===== config.mk =====
export PLATFORM = sky130hd
export DESIGN_NAME = brb_front
export DESIGN_NICKNAME = d
export VERILOG_FILES = /design/src/design/brb_pkg.sv /design/src/design/brb_front.sv
export SDC_FILE = /design/constraint.sdc
export NUM_CORES = 1
export LEC_CHECK = 0
export ABC_AREA = 1
export CAP_MARGIN = 20
export CORE_MARGIN = 2
export CORE_UTILIZATION = 49
export DETAILED_ROUTE_END_ITERATION = 7
export DONT_BUFFER_PORTS = 1
export GPL_ROUTABILITY_DRIVEN = 0
export GPL_TIMING_DRIVEN = 0
export PLACE_DENSITY = 0.63
export SLEW_MARGIN = 20
export SYNTH_ARGS = -nofsm -noshare
export SYNTH_HDL_FRONTEND = slang
export SYNTH_SLANG_ARGS = --single-unit

===== constraint.sdc =====
create_clock -name clk -period 2.05 [get_ports clk]
set_clock_uncertainty 0.15 [all_clocks]
set_input_delay 0 -clock clk [delete_from_list [all_inputs] [get_ports clk]]
set_output_delay 0 -clock clk [all_outputs]
set_load 0.02 [all_outputs]

===== src/design/brb_pkg.sv =====
// shared types and codes for the batched packet reorder buffer
package brb_pkg;

    localparam int CFG_W  = 9;
    localparam int BYTE_W = 8;
    localparam int ID_W   = 8;
    localparam int KIND_W = 2;

    localparam logic OP_TAKE = 1'b0;
    localparam logic OP_PULL = 1'b1;

    localparam logic [KIND_W-1:0] KIND_BYTE = 2'd0;
    localparam logic [KIND_W-1:0] KIND_LINE = 2'd1;
    localparam logic [KIND_W-1:0] KIND_IDLE = 2'd2;

    localparam logic [1:0] REG_PACKET_COUNT = 2'd0;
    localparam logic [1:0] REG_BATCH_SIZE   = 2'd1;

    typedef struct packed {
        logic              op;
        logic [ID_W-1:0]   packet_id;
        logic              has_byte;
        logic [BYTE_W-1:0] data_byte;
        logic              last_byte;
    } item_t;

    typedef struct packed {
        logic [CFG_W-1:0] packet_count;
        logic [CFG_W-1:0] batch_size;
        logic             batch_written;
    } cfg_t;

endpackage


===== src/design/brb_front.sv =====
// input side: unpacks beats and holds them in a two entry queue
module brb_front (
    input  logic           clk,
    input  logic           rst_n,
    input  logic           s_tvalid,
    output logic           s_tready,
    input  logic [23:0]    s_tdata,   // packet_id, has_byte, data_byte, zero pad
    input  logic           s_tuser,   // func
    input  logic           s_tlast,
    output logic           q_valid,
    output brb_pkg::item_t q_item,
    input  logic           q_pop
);
    import brb_pkg::*;

    item_t      slot_reg [2];
    logic       wr_ptr_reg, wr_ptr_next;
    logic       rd_ptr_reg, rd_ptr_next;
    logic [1:0] cnt_reg, cnt_next;
    item_t      beat;
    logic       push;
    logic       pop;

    always_comb
    begin
        beat.op        = s_tuser;
        beat.packet_id = s_tdata[7:0];
        beat.has_byte  = s_tdata[8];
        beat.data_byte = s_tdata[16:9];
        beat.last_byte = s_tlast;
    end

    assign s_tready = (cnt_reg != 2'd2);
    assign push     = s_tvalid && s_tready;
    assign q_valid  = (cnt_reg != 2'd0);
    assign pop      = q_pop && q_valid;
    assign q_item   = slot_reg[rd_ptr_reg];

    always_comb
    begin
        wr_ptr_next = push ? ~wr_ptr_reg : wr_ptr_reg;
        rd_ptr_next = pop ? ~rd_ptr_reg : rd_ptr_reg;
        cnt_next    = cnt_reg + 2'(push) - 2'(pop);
    end

    always_ff @(posedge clk or negedge rst_n)
    begin
        if (!rst_n)
        begin
            wr_ptr_reg <= 1'b0;
            rd_ptr_reg <= 1'b0;
            cnt_reg    <= 2'd0;
        end
        else
        begin
            wr_ptr_reg <= wr_ptr_next;
            rd_ptr_reg <= rd_ptr_next;
            cnt_reg    <= cnt_next;
        end
    end

    always_ff @(posedge clk)
    begin
        if (push)
        begin
            slot_reg[wr_ptr_reg] <= beat;
        end
    end

endmodule


==> summary.md, run 1 <==
| Metric | Value |
|---|---|
| # IOs | `51` |
| Yosys reg bits | `42` |
| Largest delay contributor family on the critical path | `buffers and inverters` |
| Int Pwr | `1.67 mW` |
| DR iter-0 viols | `39` |
| Headroom to the max-slew limit | `51.4%` |
| Static leakage | `0.830 nW` |
| Top cell type's share of synthesized area | `70.5%` |
| Pin count of the biggest net entering global routing | `20` |
| Final Hold Slack | `0.161 ns` |
| Slowest-stage cell, CP | `inv_1` |
| Final setup vio count | `0` |
| Layout net count | `193` |
| Number of synthesized flops with an enable pin | `38` |
| Initial antenna violation count | `0` |
| Worst Hold Class | `in -> reg` |
| Psw | `1.05 mW` |
| IR drop worst, VDD | `0.000754 V` |
| Crit. End Element | `flip-flop` |
| Die ar. | `3780 µm²` |
| Final Cycle Share | `91.5%` |
| 1st-pass router iterations | `3` |
| Worst setup SP type | `flip-flop` |
| Multi-input logic area | `317 µm²` |
| Row cnt | `20` |
| Final Core Density | `64.1%` |
| Total GRT Usage | `15.5%` |
| Fin. max-slew vios | `0` |
| IO Port Bufs | `0` |
| Post-DR wirelength/cell | `12.3 µm` |
| Initial Util | `52.1%` |
| Final Critical Period | `1.88 ns` |
| Die Y | `61.5 µm` |
| Required time of the critical path | `1.88 ns` |
| Switching share of power | `38.6%` |
| Critical path arrival | `1.70 ns` |
| Area grow syn2layout | `23.0%` |
| Setup bufs post-CTS | `0` |
| Clock buffer depth | `2` |
| Prevailing post-synth register cell | `edfxtp_1` |
| Total of max-cap violations | `0` |
| Pwr/cell area | `1360 nW/µm²` |
| Mapped Area | `1620 µm²` |
| Cell accounting for the most synthesized area | `edfxtp_1` |
| Critical path cell sequence | `nand2_1 > nand3_1 > inv_1` |
| CTS sink count | `42` |
| Syn. warnings | `0` |
| Share of cells above drive strength 1 | `8.64%` |
| Die Span X | `61.5 µm` |
| Setup TNS | `0 ns` |
| Syn Inst Count | `131` |
| CORE AREA | `3100 µm²` |
| Sequential power share | `45.5%` |
| Routed vias/inst | `4.76` |
| Via Count | `981` |
| WP buf/inv | `1` |
| Clk root buf | `clkbuf_4` |
| CTS H-Tree Depth | `2` |
| Total Wirelength | `2.54 mm` |
| Max reg flops | `38` |
| Antenna cells | `0` |
| Setup slack at placement | `-0.0185 ns` |
| Sequential fraction of the synthesis area | `76.7%` |
| CTS tree | `built` |
| Syn Area/Cell | `12.3 µm²` |
| Crit path max fanout | `19` |
| Worst-path clk slew | `0.11 ns` |
| Ranking of synthesized cells by area | `edfxtp_1, nand2_1, dfrtp_1, inv_1, ha_1` |
| Worst-Skew Late Latency | `0.33 ns` |
| Most frequent cell after synthesis | `nand2_1` |
| First-pass GRT wire length | `4.02 mm` |
| Fill cells | `254` |
| Post-synth cell types | `11` |
| Post-synthesis net count | `163` |
| Reg area | `1240 µm²` |
| Total CTS buffers | `5` |
| Combinational Power Share | `36.1%` |
| CP peak stage delay | `0.56 ns` |
| Clk pwr share | `18.4%` |
| Ys async rst share | `9.52%` |
| Post-synth top cells | `nand2_1, edfxtp_1, inv_1, dfrtp_1` |
| Remaining routing DRC violations | `0` |
| Routed Antenna Nets | `0` |
| Slew @ Worst Pin | `0.729 ns` |
| Fmax | `0.533 GHz` |
| Placed wire-length estimate | `1.69 mm` |
| Final Worst Setup Slack | `0.175 ns` |
| Status | `finished, final reports clean` |
| Fin. Hold Viols | `0` |
| Vias in the first global route | `973` |
| Setup CP Type | `reg -> reg` |
| Grt ovf | `0` |
| Unrepaired setup endpoints after global routing | `no` |
==> worst reg2reg max path: stages, from the launching register on <==
cell,delay [ns]
dfrtp_1,0.41
nand2_1,0.23
nand3_1,0.15
inv_1,0.56
==> power by group through the flow <==
stage / logic, mW / registers, mW / clock network (mW)
CTS: 1.00 / 1.24 / 0.513
detailed placement: 0.950 / 1.26 / 0
global route: 1.11 / 1.26 / 0.543
global placement: 0.926 / 1.25 / 0
finish: 0.979 / 1.24 / 0.499
floorplan: 0.794 / 1.24 / 0
==> kinds of logic (layout without fill, tap and decap cells) <==
kind of cell	Yosys count	in the layout	synth area share, %
fa+ha+maj	2	2	1.55
flops	42	42	76.7
simple gates	74	74	17.6
buf+inv	13	44	4.18
==> routing by layer <==
layer / vias to the layer above / GRT usage (%) / share of wire (%)
li1: 487 / - / -
met1: 463 / 14.6 / 39
met4: 0 / 6.69 / 0.83
met5: - / 0 / 0
met2: 29 / 28.7 / 55
met3: 2 / 7.14 / 5.7
==> timing repair <==
item	4_1_cts	5_1_grt
resized for setup	1	0
hold buffers	23	0
endpoints found under the setup margin	19	0
hold endpoints to repair	63	0
==> metrics by stage <==
step / power (mW) / area [µm²] / instances
floorplan: 2.04 / 1620 / 131
global placement: 2.18 / 1680 / 175
detailed placement: 2.21 / 1680 / 175
CTS: 2.75 / 1990 / 206
global route: 2.92 / 1990 / 206
finish: 2.71 / 1990 / 206
==> cell type report <==
| cell class | count | share of cell area (%) |
|---|---|---|
| sequential | 42 | 62.4 |
| multi-input combinational | 76 | 15.9 |
| timing repair buffer | 23 | 11.6 |
| tap | 44 | 2.77 |
| clock buffer | 6 | 2.08 |
| clock inverter | 2 | 1.89 |
| buffer | 4 | 1.70 |
| inverter | 9 | 1.70 |
==> cell usage in the layout (no fill, tap or decap) <==
cell,instances
bufinv_16,1
ha_1,2
nand2_2,1
nand2_1,69
clkbuf_1,1
buf_4,3
nand3_1,3
dfrtp_1,4
dlygate4sd3_1,23
inv_2,1
edfxtp_1,38
clkinvlp_4,1
nor2_4,1
clkbuf_4,5
inv_1,8
buf_6,1
==> final timing paths <==
kind                                  end  cells past startpoint   startpoint  slack, ns
setup / recovery           slot_reg[0][6]                      3   cnt_reg[1]       0.17
hold / removal             slot_reg[0][3]                      1  s_tdata[11]       0.16
setup reg to reg           slot_reg[0][6]                      3   cnt_reg[1]       0.17
hold reg to reg                wr_ptr_reg                      2   wr_ptr_reg       0.34
max in group asynchronous      rd_ptr_reg                      2        rst_n       1.26
min in group asynchronous      wr_ptr_reg                      2        rst_n       0.33
No activity file was read; power rests on OpenSTA's default activity.
==> inputs of run 2 (changes only) <==
clock period = 2 ns   (was 2.05 ns; I/O delays follow)
==> run 2 against run 1 <==
  * Final cell count unchanged
  * Non-clock buffer count unchanged
  * Combinational power is essentially flat
  * First-iteration DRC count did not move
  * Routed wire length rose by 0.24%
  * Largest power group unchanged
==> summary.md, run 2 (synthesis results as in run 1) <==
| Metric | Value |
|---|---|
| Final setup vio count | `0` |
| Antenna cells | `0` |
| Most frequent cells in the layout | `nand2_1, edfxtp_1, dlygate4sd3_1` |
| Routed vias/inst | `4.77` |
| Initial antenna violation count | `0` |
| Post-DR wirelength/cell | `12.4 µm` |
| Setup CP Type | `reg -> reg` |
| Slew @ Worst Pin | `0.549 ns` |
| Static leakage | `0.822 nW` |
| Power, Total | `2.79 mW` |
| IO Port Bufs | `0` |
| Die ar. | `3780 µm²` |
| Final Cycle Share | `89.2%` |
| # IOs | `51` |
| Critical path origin | `cnt_reg[0]` |
| Worst reg2reg endpoint | `slot_reg[0][0]` |
| Area grow syn2layout | `23.2%` |
| Final Worst Setup Slack | `0.215 ns` |
| Fill cells | `255` |
| R2R Setup Slk | `0.22 ns` |
| Worst-path clk slew | `0.11 ns` |
| Fmax | `0.560 GHz` |
| Worst Hold Class | `in -> reg` |
| Setup TNS | `0 ns` |
| Row cnt | `20` |
| Total of max-cap violations | `0` |
| First-pass GRT wire length | `4.02 mm` |
| Crit. End Element | `flip-flop` |
| Total Wirelength | `2.55 mm` |
| R2R cell count | `4` |
| Required time of the critical path | `1.82 ns` |
| CTS sink count | `42` |
| Pwr/cell area | `1400 nW/µm²` |
| Headroom to the max-slew limit | `63.3%` |
| Placed wire-length estimate | `1.69 mm` |
| CORE AREA | `3100 µm²` |
| Remaining routing DRC violations | `0` |
| Routed Antenna Nets | `0` |
| Worst-Skew Late Latency | `0.33 ns` |
| Share of cells above drive strength 1 | `9.26%` |
| Setup slack at placement | `-0.0685 ns` |
| Max reg flops | `38` |
| Pin count of the biggest net entering global routing | `20` |
| Fin. Hold Viols | `0` |
| Layout net count | `193` |
| Critical R2R Launch | `cnt_reg[0]` |
| Clock buffer depth | `2` |
| DR iter-0 viols | `39` |
| Final Critical Period | `1.78 ns` |
| Die Y | `61.5 µm` |
| Unrepaired setup endpoints after global routing | `no` |
| Clk root buf | `clkbuf_4` |
| CTS tree | `built` |
| Most common cell after layout, fill and taps aside | `nand2_1` |
| Post-route cell area | `1990 µm²` |
| Crit path max fanout | `19` |
| Final Core Density | `64.2%` |
| Grt ovf | `0` |
| Critical path arrival | `1.60 ns` |
| CTS H-Tree Depth | `2` |
| IR drop worst, VDD | `0.000775 V` |
| Critical path destination | `slot_reg[0][0]` |
| Total CTS buffers | `5` |
| Initial Util | `52.1%` |
| Via Count | `982` |
| Status | `finished, final reports clean` |
| Fin. max-slew vios | `0` |
| Vias in the first global route | `973` |
| Worst setup SP type | `flip-flop` |
| Post-Place Cell Area | `1680 µm²` |
| Total GRT Usage | `15.5%` |
| 1st-pass router iterations | `4` |
| Die Span X | `61.5 µm` |
[run 2: worst min-delay path by stage]
stage / start / endpoint / cells after the start
after floorplan: rst_n / cnt_reg[0] / 0
after global placement: rst_n / rd_ptr_reg / 0
after detailed placement: rst_n / cnt_reg[0] / 0
after CTS: s_tdata[13] / slot_reg[0][5] / 1
after global routing: s_tdata[11] / slot_reg[0][3] / 1
final: s_tdata[11] / slot_reg[0][3] / 1
[run 2: layout make-up]
cell class | instances | area, µm² | share of cell area [%]
sequential | 42 | 1240 | 62.3
clock inverter | 2 | 37.5 | 1.88
multi-input combinational | 76 | 317 | 15.9
tap | 44 | 55.1 | 2.76
inverter | 9 | 37.5 | 1.88
timing repair buffer | 23 | 230 | 11.6
clock buffer | 6 | 41.3 | 2.07
buffer | 4 | 33.8 | 1.69
[run 2: where the power goes]
part	switching, mW	internal (mW)
registers	0.0616	1.20
clock network	0.248	0.264
logic	0.767	0.243
total	1.08	1.71
[run 2: layer usage]
layer / global-route usage (%) / vias to the layer above / wire length (µm)
met5: 0 / - / 0
met1: 14.6 / 461 / 969
met4: 6.69 / 0 / 21
met2: 28.7 / 32 / 1390
li1: - / 487 / -
met3: 7.14 / 2 / 162
[run 2: stage by stage]
step,hold WS (ns),std cells
finish,0.162,206
global route,0.130,206
CTS,0.141,206
detailed placement,-0.445,175
global placement,-0.445,175
floorplan,-0.446,131
[run 2: what timing repair did]
action / CTS / global route
gates resized for setup: 1 / 1
buffers inserted: 0 / 0
pin swaps: 0 / 0
hold endpoints to repair: 63 / 0
endpoints found under the setup margin: 19 / 19
hold buffers: 23 / 0
[run 2: worst max-delay path, cell delays in order (launching register included)]
cell and delay, ns:
dfrtp_1 0.40, inv_1 0.08, nand2_1 0.18, nand3_1 0.21, clkinvlp_4 0.39
==> inputs of run 3 (changes only) <==
ABC_AREA = default   (was 1)
==> run 3 against run 2 <==
  * Final cell count fell by 27%
  * Final area fell by 3.9%
  * Critical path type unchanged
  * Die area fell by 3.1%
  * Critical path depth rose by 3
  * Core utilization fell by 1.5 points
  * Register-to-register slack got worse by 0.09 ns
  * Synthesized cell count fell by 42%
  * Non-clock buffer count fell by 1
==> summary.md, run 3 <==
| Metric | Value |
|---|---|
| # IOs | `51` |
| Fin. max-slew vios | `0` |
| Initial Util | `51.2%` |
| Yosys reg bits | `42` |
| Worst Hold Class | `in -> reg` |
| Die Y | `60.5 µm` |
| Share of cells above drive strength 1 | `12.1%` |
| Remaining routing DRC violations | `0` |
| Required time of the critical path | `2.12 ns` |
| Hold endpoint | `slot_reg[1][11]` |
| IR drop worst, VDD | `0.000896 V` |
| Final Critical Period | `1.87 ns` |
| Total CTS buffers | `5` |
| Headroom to the max-slew limit | `62.1%` |
| Worst Hold Depth | `1` |
| Worst setup SP type | `flip-flop` |
| Final Hold Slack | `0.0702 ns` |
| Antenna cells | `0` |
| Top cell type's share of synthesized area | `73.0%` |
| Sequential fraction of the synthesis area | `79.4%` |
| CTS sink count | `42` |
| DR iter-0 viols | `14` |
| Most frequent cells in the layout | `edfxtp_1, dlygate4sd3_1, mux2_1` |
| Mapped Area | `1560 µm²` |
| Initial antenna violation count | `0` |
| Pwr/cell area | `1300 nW/µm²` |
| Syn Area/Cell | `20.6 µm²` |
| Max reg flops | `38` |
| Row cnt | `20` |
| Cells after DPL | `120` |
| Multi-input logic area | `323 µm²` |
| Vias in the first global route | `715` |
| Worst-Skew Late Latency | `0.33 ns` |
| Layout net count | `139` |
| CTS H-Tree Depth | `2` |
| Fmax | `0.534 GHz` |
| Crit path max fanout | `3` |
| Clk root buf | `clkbuf_4` |
| Clock buffer depth | `2` |
| Ranking of synthesized cells by area | `edfxtp_1, mux2_1, dfrtp_1, xnor2_1, ha_1` |
| Number of synthesized flops with an enable pin | `38` |
| Cell accounting for the most synthesized area | `edfxtp_1` |
| Most common cell after layout, fill and taps aside | `edfxtp_1` |
| Crit. End Element | `flip-flop` |
| Final setup vio count | `0` |
| Psw | `0.864 mW` |
| Layout Cells excl Fill | `151` |
| Critical R2R Launch | `cnt_reg[1]` |
| Most frequent cell after synthesis | `edfxtp_1` |
| Placed wire-length estimate | `1.37 mm` |
| Switching share of power | `34.6%` |
| Prevailing post-synth register cell | `edfxtp_1` |
| Via Count | `746` |
| Setup TNS | `0 ns` |
| Sequential power share | `51.2%` |
| 1st-pass router iterations | `3` |
| Worst reg2reg endpoint | `cnt_reg[1]` |
| Slew @ Worst Pin | `0.567 ns` |
| R2R Setup Slk | `0.13 ns` |
| R2R cell count | `7` |
| Total of max-cap violations | `0` |
| IO Port Bufs | `0` |
| Reg area | `1240 µm²` |
| Area grow syn2layout | `22.5%` |
| Status | `finished, final reports clean` |
| Pin count of the biggest net entering global routing | `20` |
| Routed Antenna Nets | `0` |
| Ys async rst share | `9.52%` |
| Die ar. | `3660 µm²` |
| First-pass GRT wire length | `3.11 mm` |
| Total Wirelength | `2.19 mm` |
| Fill cells | `242` |
| Clk pwr share | `14.3%` |
| Fin. Hold Viols | `0` |
| Power, Total | `2.49 mW` |
| Post-DR wirelength/cell | `14.5 µm` |
| Final Cycle Share | `93.7%` |
| Die Span X | `60.5 µm` |
| CTS tree | `built` |
| Syn Inst Count | `76` |
| Grt ovf | `0` |
| Total GRT Usage | `12.9%` |
| Critical path arrival | `1.99 ns` |
| Combinational Power Share | `34.5%` |
| Syn. warnings | `0` |
| Setup CP Type | `reg -> reg` |
| Int Pwr | `1.63 mW` |
| Routed vias/inst | `4.94` |
| CORE AREA | `3050 µm²` |
| Unrepaired setup endpoints after global routing | `no` |
| Post-synth top cells | `edfxtp_1, mux2_1, dfrtp_1, xnor2_1` |
| Worst-path clk slew | `0.10 ns` |
| Static leakage | `0.663 nW` |
| Hold path start | `s_tvalid` |
| Post-synth cell types | `14` |
| Post-synthesis net count | `108` |
-- run 3: cell count changes after synthesis, moves of 2 or more --
cell and delta:
buf_4 -3, mux2_1 +19, xnor2_1 +3, inv_1 -7
nand3_1 -3, nand2_1 -68, buf_2 +2
-- run 3: through the flow --
stage | cell area, µm² | setup WS (ns) | utilization (%)
global route | 1920 | 0.00867 | 62.7
floorplan | 1570 | 0.129 | -
CTS | 1900 | 0.0469 | 62.3
finish | 1920 | 0.126 | 62.7
global placement | 1620 | -0.140 | 53.1
detailed placement | 1620 | -0.150 | 53.1
-- run 3: final cells by class --
class	count	share of cell area, %
multi-input cells	31	16.9
plain buffers	2	0.523
flip-flops and latches	42	64.8
well taps	44	2.87
inverters	1	0.196
repair buffers	24	12.4
clock buffers	7	2.35
-- run 3: power groups by stage --
stage	Combinational, mW	Clock, mW	Sequential (mW)
floorplan	0.700	0	1.27
detailed placement	0.810	0	1.29
finish	0.861	0.358	1.28
CTS	0.862	0.377	1.28
global placement	0.804	0	1.28
global route	0.936	0.410	1.30
-- run 3: timing repair --
action,4_1_cts,5_1_grt
hold buffers,23,0
endpoints found under the setup margin,38,1
resized for setup,2,2
hold endpoints to repair,64,0
setup buffers,0,1
pin swaps,0,4
cloned,0,0
-- run 3: worst max-delay path by stage --
stage                    start  depth (start not counted)  slack [ns]              end
detailed placement  cnt_reg[0]                          3       -0.15   slot_reg[0][9]
finish              cnt_reg[1]                          7        0.13       cnt_reg[1]
global route        cnt_reg[1]                          7       0.009       cnt_reg[1]
CTS                 cnt_reg[1]                          7        0.05       cnt_reg[1]
global placement    cnt_reg[1]                          3       -0.14  slot_reg[0][17]
floorplan           cnt_reg[1]                          7        0.13       cnt_reg[1]
-- run 3: per-layer routing --
metal	GRT usage, %	vias up	routed length, µm
met5	0	-	0
met4	6.52	0	50
met3	6.61	6	148
met2	22.7	26	1190
met1	12.3	365	803
li1	-	349	-
-- run 3: worst max-delay path, stage by stage (launching register included) --
cell     delay, ns
dfrtp_1       0.43
or2_4         0.28
and2_4        0.15
ha_1          0.27
inv_1         0.04
ha_1          0.18
xnor2_1       0.18
xnor2_1       0.13
-- run 3: cells by family after synthesis --
kind of cell | Yosys count | share of synthesized area, %
xor gates and xnor gates | 4 | 2.24
adders and majority gates | 2 | 1.60
buffers and inverters | 3 | 0.880
DFF | 42 | 79.4
muxes | 19 | 13.7
and+or+nand+nor | 6 | 2.24
